--- config.mk ---
export PLATFORM = sky130hd
export DESIGN_NAME = cursor_ring_list_engine
export DESIGN_NICKNAME = d
export VERILOG_FILES = /design/src/rtl/crle_pkg.sv /design/src/rtl/cursor_ring_list_engine.sv /design/src/rtl/crle_ctrl.sv /design/src/rtl/crle_dp.sv
export SDC_FILE = /design/constraint.sdc
export NUM_CORES = 1
export LEC_CHECK = 0
export BUFFER_PORTS_ARGS = -buffer_cell sky130_fd_sc_hd__buf_2
export CORE_MARGIN = 2
export CORE_UTILIZATION = 45
export DETAILED_ROUTE_END_ITERATION = 10
export PLACE_DENSITY = 0.6
export SETUP_SLACK_MARGIN = 0.4
export SLEW_MARGIN = 20
export SYNTH_ARGS = -nofsm -noshare
export SYNTH_HDL_FRONTEND = slang
export SYNTH_SLANG_ARGS = --single-unit
--- constraint.sdc ---
create_clock -name clk -period 4.16 [get_ports clk]
set_input_delay 0.416 -clock clk [delete_from_list [all_inputs] [get_ports clk]]
set_output_delay 0.416 -clock clk [all_outputs]
set_load 0.05 [all_outputs]
--- src/rtl/crle_pkg.sv ---
// Shared types and constants for the cursor ring list engine.
package crle_pkg;

    // Ring capacity, cursor excluded
    localparam int RING_DEPTH = 16;
    localparam int IDX_W      = $clog2(RING_DEPTH);
    localparam int CNT_W      = $clog2(RING_DEPTH + 1);
    localparam int SUM_W      = $clog2(2 * RING_DEPTH);
    localparam int TOT_W      = $clog2(RING_DEPTH + 2);

    // Fixed field widths
    localparam int OP_W      = 2;
    localparam int DATA_W    = 32;
    localparam int STATUS_W  = 2;
    localparam int OUT_CNT_W = 5;

    typedef enum logic [OP_W-1:0] {
        OP_INS_AFTER  = 2'd0,
        OP_INS_BEFORE = 2'd1,
        OP_DEL_AFTER  = 2'd2,
        OP_DEL_BEFORE = 2'd3
    } op_t;

    typedef enum logic [STATUS_W-1:0] {
        ST_OK    = 2'd0,
        ST_EMPTY = 2'd1,
        ST_FULL  = 2'd2
    } status_t;

    typedef enum logic [1:0] {
        S_IDLE,
        S_EXEC,
        S_READ
    } state_t;

    // Controller to datapath
    typedef struct packed {
        logic load_item;
        logic exec_op;
        logic read_done;
    } dp_cmd_t;

    // Datapath to controller
    typedef struct packed {
        logic needs_read;
    } dp_stat_t;

endpackage

--- src/rtl/cursor_ring_list_engine.sv ---
// Top level of the cursor ring list engine: controller plus datapath.
//
// Keeps a bounded circular list of signed 32-bit words around a cursor element:
// insert after or before the cursor, delete after or before it, one result beat
// per operation with status, removed value and element count. The block works
// on one operation at a time: no new item is accepted until the last one has
// executed, and a delete that removes a ring element also waits for that
// element to come through the ring memory's registered read port. The result
// sits in an output register, so the next item is accepted while the previous
// beat is still stalled; execution waits only if that register is still full.
// No clearing pass is needed after reset.
module cursor_ring_list_engine (
    input  logic                               clk,
    input  logic                               rst_n,
    input  logic                               in_valid,
    output logic                               in_stall,
    input  logic [crle_pkg::OP_W-1:0]          opcode,
    input  logic signed [crle_pkg::DATA_W-1:0] item_value,
    output logic                               out_valid,
    input  logic                               out_stall,
    output logic [crle_pkg::STATUS_W-1:0]      status,
    output logic signed [crle_pkg::DATA_W-1:0] removed_value,
    output logic [crle_pkg::OUT_CNT_W-1:0]     element_count
);
    import crle_pkg::*;

    dp_cmd_t  cmd;
    dp_stat_t stat;

    // Sequencer
    crle_ctrl u_ctrl (
        .clk       (clk),
        .rst_n     (rst_n),
        .in_valid  (in_valid),
        .in_stall  (in_stall),
        .out_valid (out_valid),
        .out_stall (out_stall),
        .stat      (stat),
        .cmd       (cmd)
    );

    // List state and ring memory
    crle_dp u_dp (
        .clk           (clk),
        .rst_n         (rst_n),
        .cmd           (cmd),
        .stat          (stat),
        .opcode        (opcode),
        .item_value    (item_value),
        .status        (status),
        .removed_value (removed_value),
        .element_count (element_count)
    );

endmodule

--- src/rtl/crle_ctrl.sv ---
// Sequencing state machine and output valid flag for the cursor ring list engine.
module crle_ctrl (
    input  logic             clk,
    input  logic             rst_n,
    input  logic             in_valid,
    output logic             in_stall,
    output logic             out_valid,
    input  logic             out_stall,
    input  crle_pkg::dp_stat_t stat,
    output crle_pkg::dp_cmd_t  cmd
);
    import crle_pkg::*;

    state_t state_reg;
    state_t state_next;
    logic   out_valid_reg;
    logic   out_valid_next;
    logic   out_free;

    // Hold state and output flag
    always_ff @(posedge clk or negedge rst_n)
    begin
        if (!rst_n)
        begin
            state_reg     <= S_IDLE;
            out_valid_reg <= 1'b0;
        end
        else
        begin
            state_reg     <= state_next;
            out_valid_reg <= out_valid_next;
        end
    end

    assign out_free  = !out_valid_reg || !out_stall;
    assign out_valid = out_valid_reg;
    assign in_stall  = (state_reg != S_IDLE);

    // Advance through accept, execute and optional memory read
    always_comb
    begin
        state_next     = state_reg;
        cmd            = '0;
        out_valid_next = out_valid_reg && out_stall;
        case (state_reg)
            S_IDLE:
            begin
                if (in_valid)
                begin
                    cmd.load_item = 1'b1;
                    state_next    = S_EXEC;
                end
            end
            S_EXEC:
            begin
                if (out_free)
                begin
                    cmd.exec_op = 1'b1;
                    if (stat.needs_read)
                    begin
                        state_next = S_READ;
                    end
                    else
                    begin
                        out_valid_next = 1'b1;
                        state_next     = S_IDLE;
                    end
                end
            end
            S_READ:
            begin
                cmd.read_done  = 1'b1;
                out_valid_next = 1'b1;
                state_next     = S_IDLE;
            end
            default:
            begin
                state_next = S_IDLE;
            end
        endcase
    end

endmodule

--- src/rtl/crle_dp.sv ---
// Datapath of the cursor ring list engine: cursor, ring indexes, ring memory, result beat.
module crle_dp (
    input  logic                              clk,
    input  logic                              rst_n,
    input  crle_pkg::dp_cmd_t                 cmd,
    output crle_pkg::dp_stat_t                stat,
    input  logic [crle_pkg::OP_W-1:0]         opcode,
    input  logic signed [crle_pkg::DATA_W-1:0] item_value,
    output logic [crle_pkg::STATUS_W-1:0]     status,
    output logic signed [crle_pkg::DATA_W-1:0] removed_value,
    output logic [crle_pkg::OUT_CNT_W-1:0]    element_count
);
    import crle_pkg::*;

    // Captured item
    op_t                op_reg;
    logic [DATA_W-1:0]  val_reg;

    // List state
    logic [IDX_W-1:0]   front_reg;
    logic [IDX_W-1:0]   front_next;
    logic [CNT_W-1:0]   cnt_reg;
    logic [CNT_W-1:0]   cnt_next;
    logic [DATA_W-1:0]  cur_val_reg;
    logic [DATA_W-1:0]  cur_val_next;
    logic               cur_present_reg;
    logic               cur_present_next;

    // Ring memory
    logic [DATA_W-1:0]  ring_mem [RING_DEPTH];
    logic [DATA_W-1:0]  rd_data_reg;

    // Result beat
    status_t            status_reg;
    status_t            status_next;
    logic [DATA_W-1:0]  removed_reg;
    logic [DATA_W-1:0]  removed_next;
    logic [OUT_CNT_W-1:0] count_reg;

    logic               wr_en;
    logic               rd_en;
    logic [IDX_W-1:0]   front_dec;
    logic [IDX_W-1:0]   front_inc;
    logic [SUM_W-1:0]   back_sum;
    logic [SUM_W-1:0]   last_sum;
    logic [IDX_W-1:0]   back_slot;
    logic [IDX_W-1:0]   last_slot;
    logic [IDX_W-1:0]   wr_addr;
    logic [IDX_W-1:0]   rd_addr;
    logic               ring_full;
    logic [TOT_W-1:0]   total_next;
    logic [TOT_W+OUT_CNT_W-1:0] total_wide;

    // Wrapped ring slots
    always_comb
    begin
        front_dec = (front_reg == '0) ? IDX_W'(RING_DEPTH - 1) : front_reg - 1'b1;
        front_inc = (front_reg == IDX_W'(RING_DEPTH - 1)) ? '0 : front_reg + 1'b1;
        back_sum  = SUM_W'(front_reg) + SUM_W'(cnt_reg);
        last_sum  = back_sum - 1'b1;
        back_slot = (back_sum >= SUM_W'(RING_DEPTH)) ?
                    IDX_W'(back_sum - SUM_W'(RING_DEPTH)) : IDX_W'(back_sum);
        last_slot = (last_sum >= SUM_W'(RING_DEPTH)) ?
                    IDX_W'(last_sum - SUM_W'(RING_DEPTH)) : IDX_W'(last_sum);
        ring_full = (cnt_reg == CNT_W'(RING_DEPTH));
    end

    // Decide the operation's effect
    always_comb
    begin
        front_next       = front_reg;
        cnt_next         = cnt_reg;
        cur_val_next     = cur_val_reg;
        cur_present_next = cur_present_reg;
        status_next      = ST_OK;
        removed_next     = '0;
        wr_en            = 1'b0;
        rd_en            = 1'b0;
        wr_addr          = back_slot;
        rd_addr          = front_reg;
        case (op_reg)
            OP_INS_AFTER, OP_INS_BEFORE:
            begin
                if (!cur_present_reg)
                begin
                    cur_val_next     = val_reg;
                    cur_present_next = 1'b1;
                end
                else if (ring_full)
                begin
                    status_next = ST_FULL;
                end
                else
                begin
                    wr_en    = 1'b1;
                    cnt_next = cnt_reg + 1'b1;
                    if (op_reg == OP_INS_AFTER)
                    begin
                        front_next = front_dec;
                        wr_addr    = front_dec;
                    end
                end
            end
            OP_DEL_AFTER, OP_DEL_BEFORE:
            begin
                if (!cur_present_reg)
                begin
                    status_next = ST_EMPTY;
                end
                else if (cnt_reg == '0)
                begin
                    removed_next     = cur_val_reg;
                    cur_val_next     = '0;
                    cur_present_next = 1'b0;
                end
                else
                begin
                    rd_en    = 1'b1;
                    cnt_next = cnt_reg - 1'b1;
                    if (op_reg == OP_DEL_AFTER)
                    begin
                        front_next = front_inc;
                    end
                    else
                    begin
                        rd_addr = last_slot;
                    end
                end
            end
            default:
            begin
                status_next = ST_OK;
            end
        endcase
        total_next = TOT_W'(cnt_next) + TOT_W'(cur_present_next);
        total_wide = {{OUT_CNT_W{1'b0}}, total_next};
    end

    assign stat.needs_read = rd_en;

    // Capture the accepted item
    always_ff @(posedge clk)
    begin
        if (cmd.load_item)
        begin
            op_reg  <= op_t'(opcode);
            val_reg <= item_value;
        end
    end

    // Update list state
    always_ff @(posedge clk or negedge rst_n)
    begin
        if (!rst_n)
        begin
            front_reg       <= '0;
            cnt_reg         <= '0;
            cur_val_reg     <= '0;
            cur_present_reg <= 1'b0;
        end
        else if (cmd.exec_op)
        begin
            front_reg       <= front_next;
            cnt_reg         <= cnt_next;
            cur_val_reg     <= cur_val_next;
            cur_present_reg <= cur_present_next;
        end
    end

    // Ring memory: one write or one registered read per operation
    always_ff @(posedge clk)
    begin
        if (cmd.exec_op && wr_en)
        begin
            ring_mem[wr_addr] <= val_reg;
        end
        if (cmd.exec_op && rd_en)
        begin
            rd_data_reg <= ring_mem[rd_addr];
        end
    end

    // Load the result beat
    always_ff @(posedge clk)
    begin
        if (cmd.exec_op)
        begin
            status_reg  <= status_next;
            removed_reg <= removed_next;
            count_reg   <= total_wide[OUT_CNT_W-1:0];
        end
        if (cmd.read_done)
        begin
            removed_reg <= rd_data_reg;
        end
    end

    assign status        = status_reg;
    assign removed_value = removed_reg;
    assign element_count = count_reg;

endmodule

==> reports/metrics.yaml <==
synth:
  netlist_area_um2: 25750
  synth_edf_count: 617
  ys_ff_latch: 662
  yosysSeqAreaShare_pct: 76.31
  ys_types: 56
  synthFlopType: "edfxtp_1"
  synth_nets: 1723
  synth_warnings: 0
  syn_avg_cell_area_um2: 15.42
  async_flop_share_pct: 6.798
  syn-instance-count: 1670
route:
  firstDrtPassIters: 6
  ant_nets: 0
  vias: 15320
  wl_per_cell_um: 24.14
  drt-initial-drc-count: 1637
  vias_per_cell: 5.793
  drc: 0
  routed_wl_um: 63840
cts:
  clkSlewWorstSetupHoldPaths_ns: 0.06
  cts.path.max_buffers: 3
  htreeDepth: 3
  cts.sinks: 662
  cts_tree: "yes"
  cts_resized: 0
  numCtsBuffers: 69
  cts_root_buf: "clkbuf_16"
  clkLatencyLatePin_ns: 0.61
grt:
  grt_max_degree: 63
  grt.total_usage_pct: 21.68
  antenna_found_initial: 2
  grt_pass1_vias: 15070
  grt_overflow: 0
  grt_pass1_wl_um: 95860
finish:
  final_common_cell: "edfxtp_1"
  layout_common_cells: "edfxtp_1, nand2_1, a21oi_1"
  n_fill_cell: 4544
  largest_reg_flops: 512
  finalNonFillerCells: 2645
  insertedDiodeCount: 0
  drive_gt1_share_pct: 16.46
  nets: 1885
  largest-register: "u_dp.ring_mem"
  syn_to_final_growth_pct: 17.39
placed_design:
  dp_hpwl_um: 35870
  io_buffers: 78
  place_ws_ns: 0.5244
  dp_cells: 2469
  routabilityCongestion: 0.7831
setup_path:
  crit_type: "register to register"
  startpoint_type: "register"
  cp_data_required_time_ns: 4.52
  cp_max_fo: 17
  rrSetupSlack_ns: 0.57
  r2r.worst_path.cells: 10
  critPathCaptureType: "register"
  cp_data_arrival_time_ns: 3.95
timing:
  tightest_slew_ns: 0.9520
  fin_setup_tns_ns: 0
  setup_viol: 0
  finalHoldViolCount: 3
  fin_crit_sh_pct: 86.40
  skew_ns: 0.02514
  max-slew-margin-rel_pct: 36.53
  worst_slack_ns: 0.5657
  max_freq_mhz: 278.2
  rsz0062_at_grt: "yes"
  whs_ns: -0.004420
  drv_slew: 0
  fin_crit_ns: 3.594
run_status:
  violations: "hold timing"
  outcome: "finished, violations left"
die:
  dieArea_um2: 59160
  ioPinCount: 79
  initial_core_util_pct: 45.59
  die_w_um: 243.2
  num_rows: 87
  core_area_um2: 56500
  die_h_um: 243.2
run:
  drv_cap: 0
hold_path:
  hp-class: "input port to asynchronous set/reset pin"
power:
  power.leakage_nw: 10.50
  vdd_drop_max_v: 0.0005350
  powerDensity_nw_per_um2: 851.7
where the power goes:
| group | switching [W] | total (W) | internal [W] |
|---|---|---|---|
| Combinational | 0.00663 | 0.0100 | 0.00338 |
| Sequential | 0.000729 | 0.00964 | 0.00891 |
| Clock | 0.00252 | 0.00610 | 0.00359 |
| Total | 0.00988 | 0.0258 | 0.0159 |
per-stage QoR:
step | hold WS, ns | util, % | total power (W) | instance area [µm²]
2_1_floorplan | 0.1204 | - | 0.01618 | 25750
3_3_place_gp | 0.4887 | 48.71 | 0.01949 | 27520
3_5_place_dp | 0.4920 | 48.71 | 0.01969 | 27520
4_1_cts | 0.001436 | 53.26 | 0.02585 | 30090
5_1_grt | 0.05228 | 53.51 | 0.02702 | 30230
6_report | -0.004420 | 53.51 | 0.02575 | 30230
Yosys cell counts (all sizes together) (7+ instances only):
library cell / number / share of area (%)
nand3: 61 / 1.2
o21ai: 15 / 0.29
mux2i: 66 / 2.6
dfrtp: 45 / 4.4
nand2b: 7 / 0.20
a31oi: 9 / 0.22
a32oi: 75 / 2.6
a21oi: 89 / 1.7
xnor2: 9 / 0.31
a32o: 27 / 1.0
buf: 39 / 0.91
nor2: 30 / 0.45
ha: 14 / 0.68
a22o: 64 / 2.2
mux2: 11 / 0.48
inv: 11 / 0.16
edfxtp: 617 / 72
clkbuf: 65 / 0.95
a221oi: 32 / 1.3
nand2: 340 / 5.0
worst max-delay path: stages (launching register included):
cell	delay (ns)
dfrtp_1	0.49
ha_1	0.26
fa_1	0.39
xor2_1	0.35
nor3_1	0.10
and2_1	0.20
mux2i_4	0.20
xor2_4	0.61
buf_4	0.38
a221oi_1	0.09
a32o_1	0.27
routing by layer:
layer / vias to the layer above / wire, µm / global-route usage (%)
met4: 0 / 1180 / 5.900
met2: 549 / 29450 / 33.71
li1: 6793 / - / -
met3: 83 / 4650 / 4.312
met5: - / 0 / 0
met1: 7897 / 28560 / 31.26
cell families (layout without fill, tap and decap cells):
logic type	count (synthesis)	count (layout)	synth area share [%]
buffers and inverters	116	335	2.036
adders and majority gates	15	15	0.7579
AOI/OAI and AO/OA	327	327	9.843
xor gates and xnor gates	14	14	0.5490
DFF	662	662	76.31
muxes	77	77	3.095
and+or+nand+nor	459	459	7.409
what timing repair did:
action                     CTS  global route
setup endpoints to repair    0            80
hold endpoints to repair    34             0
hold buffers                34             0
buffers inserted             0            14
final timing paths:
check                                          start              endpoint
worst max-delay path               u_dp.front_reg[0]  u_dp.rd_data_reg[25]
worst min-delay path                           rst_n       u_dp.cnt_reg[4]
worst max register to register     u_dp.front_reg[0]  u_dp.rd_data_reg[25]
worst min register to register  u_dp.cur_val_reg[18]  u_dp.cur_val_reg[18]
max in group asynchronous                      rst_n  u_dp.cur_val_reg[18]
min in group clk                           out_stall      u_ctrl.out_valid
layout make-up:
class                      count  area [µm²]  area share (%)
clock buffer                 103        1958           6.477
multi-input combinational    892        5767           19.07
timing repair buffer         195        1592           5.264
tap                          756       945.9           3.129
sequential                   662       19650           65.01
clock inverter                25       271.5          0.8981
inverter                      12       45.04          0.1490
Power figures use the tool's default switching activity.
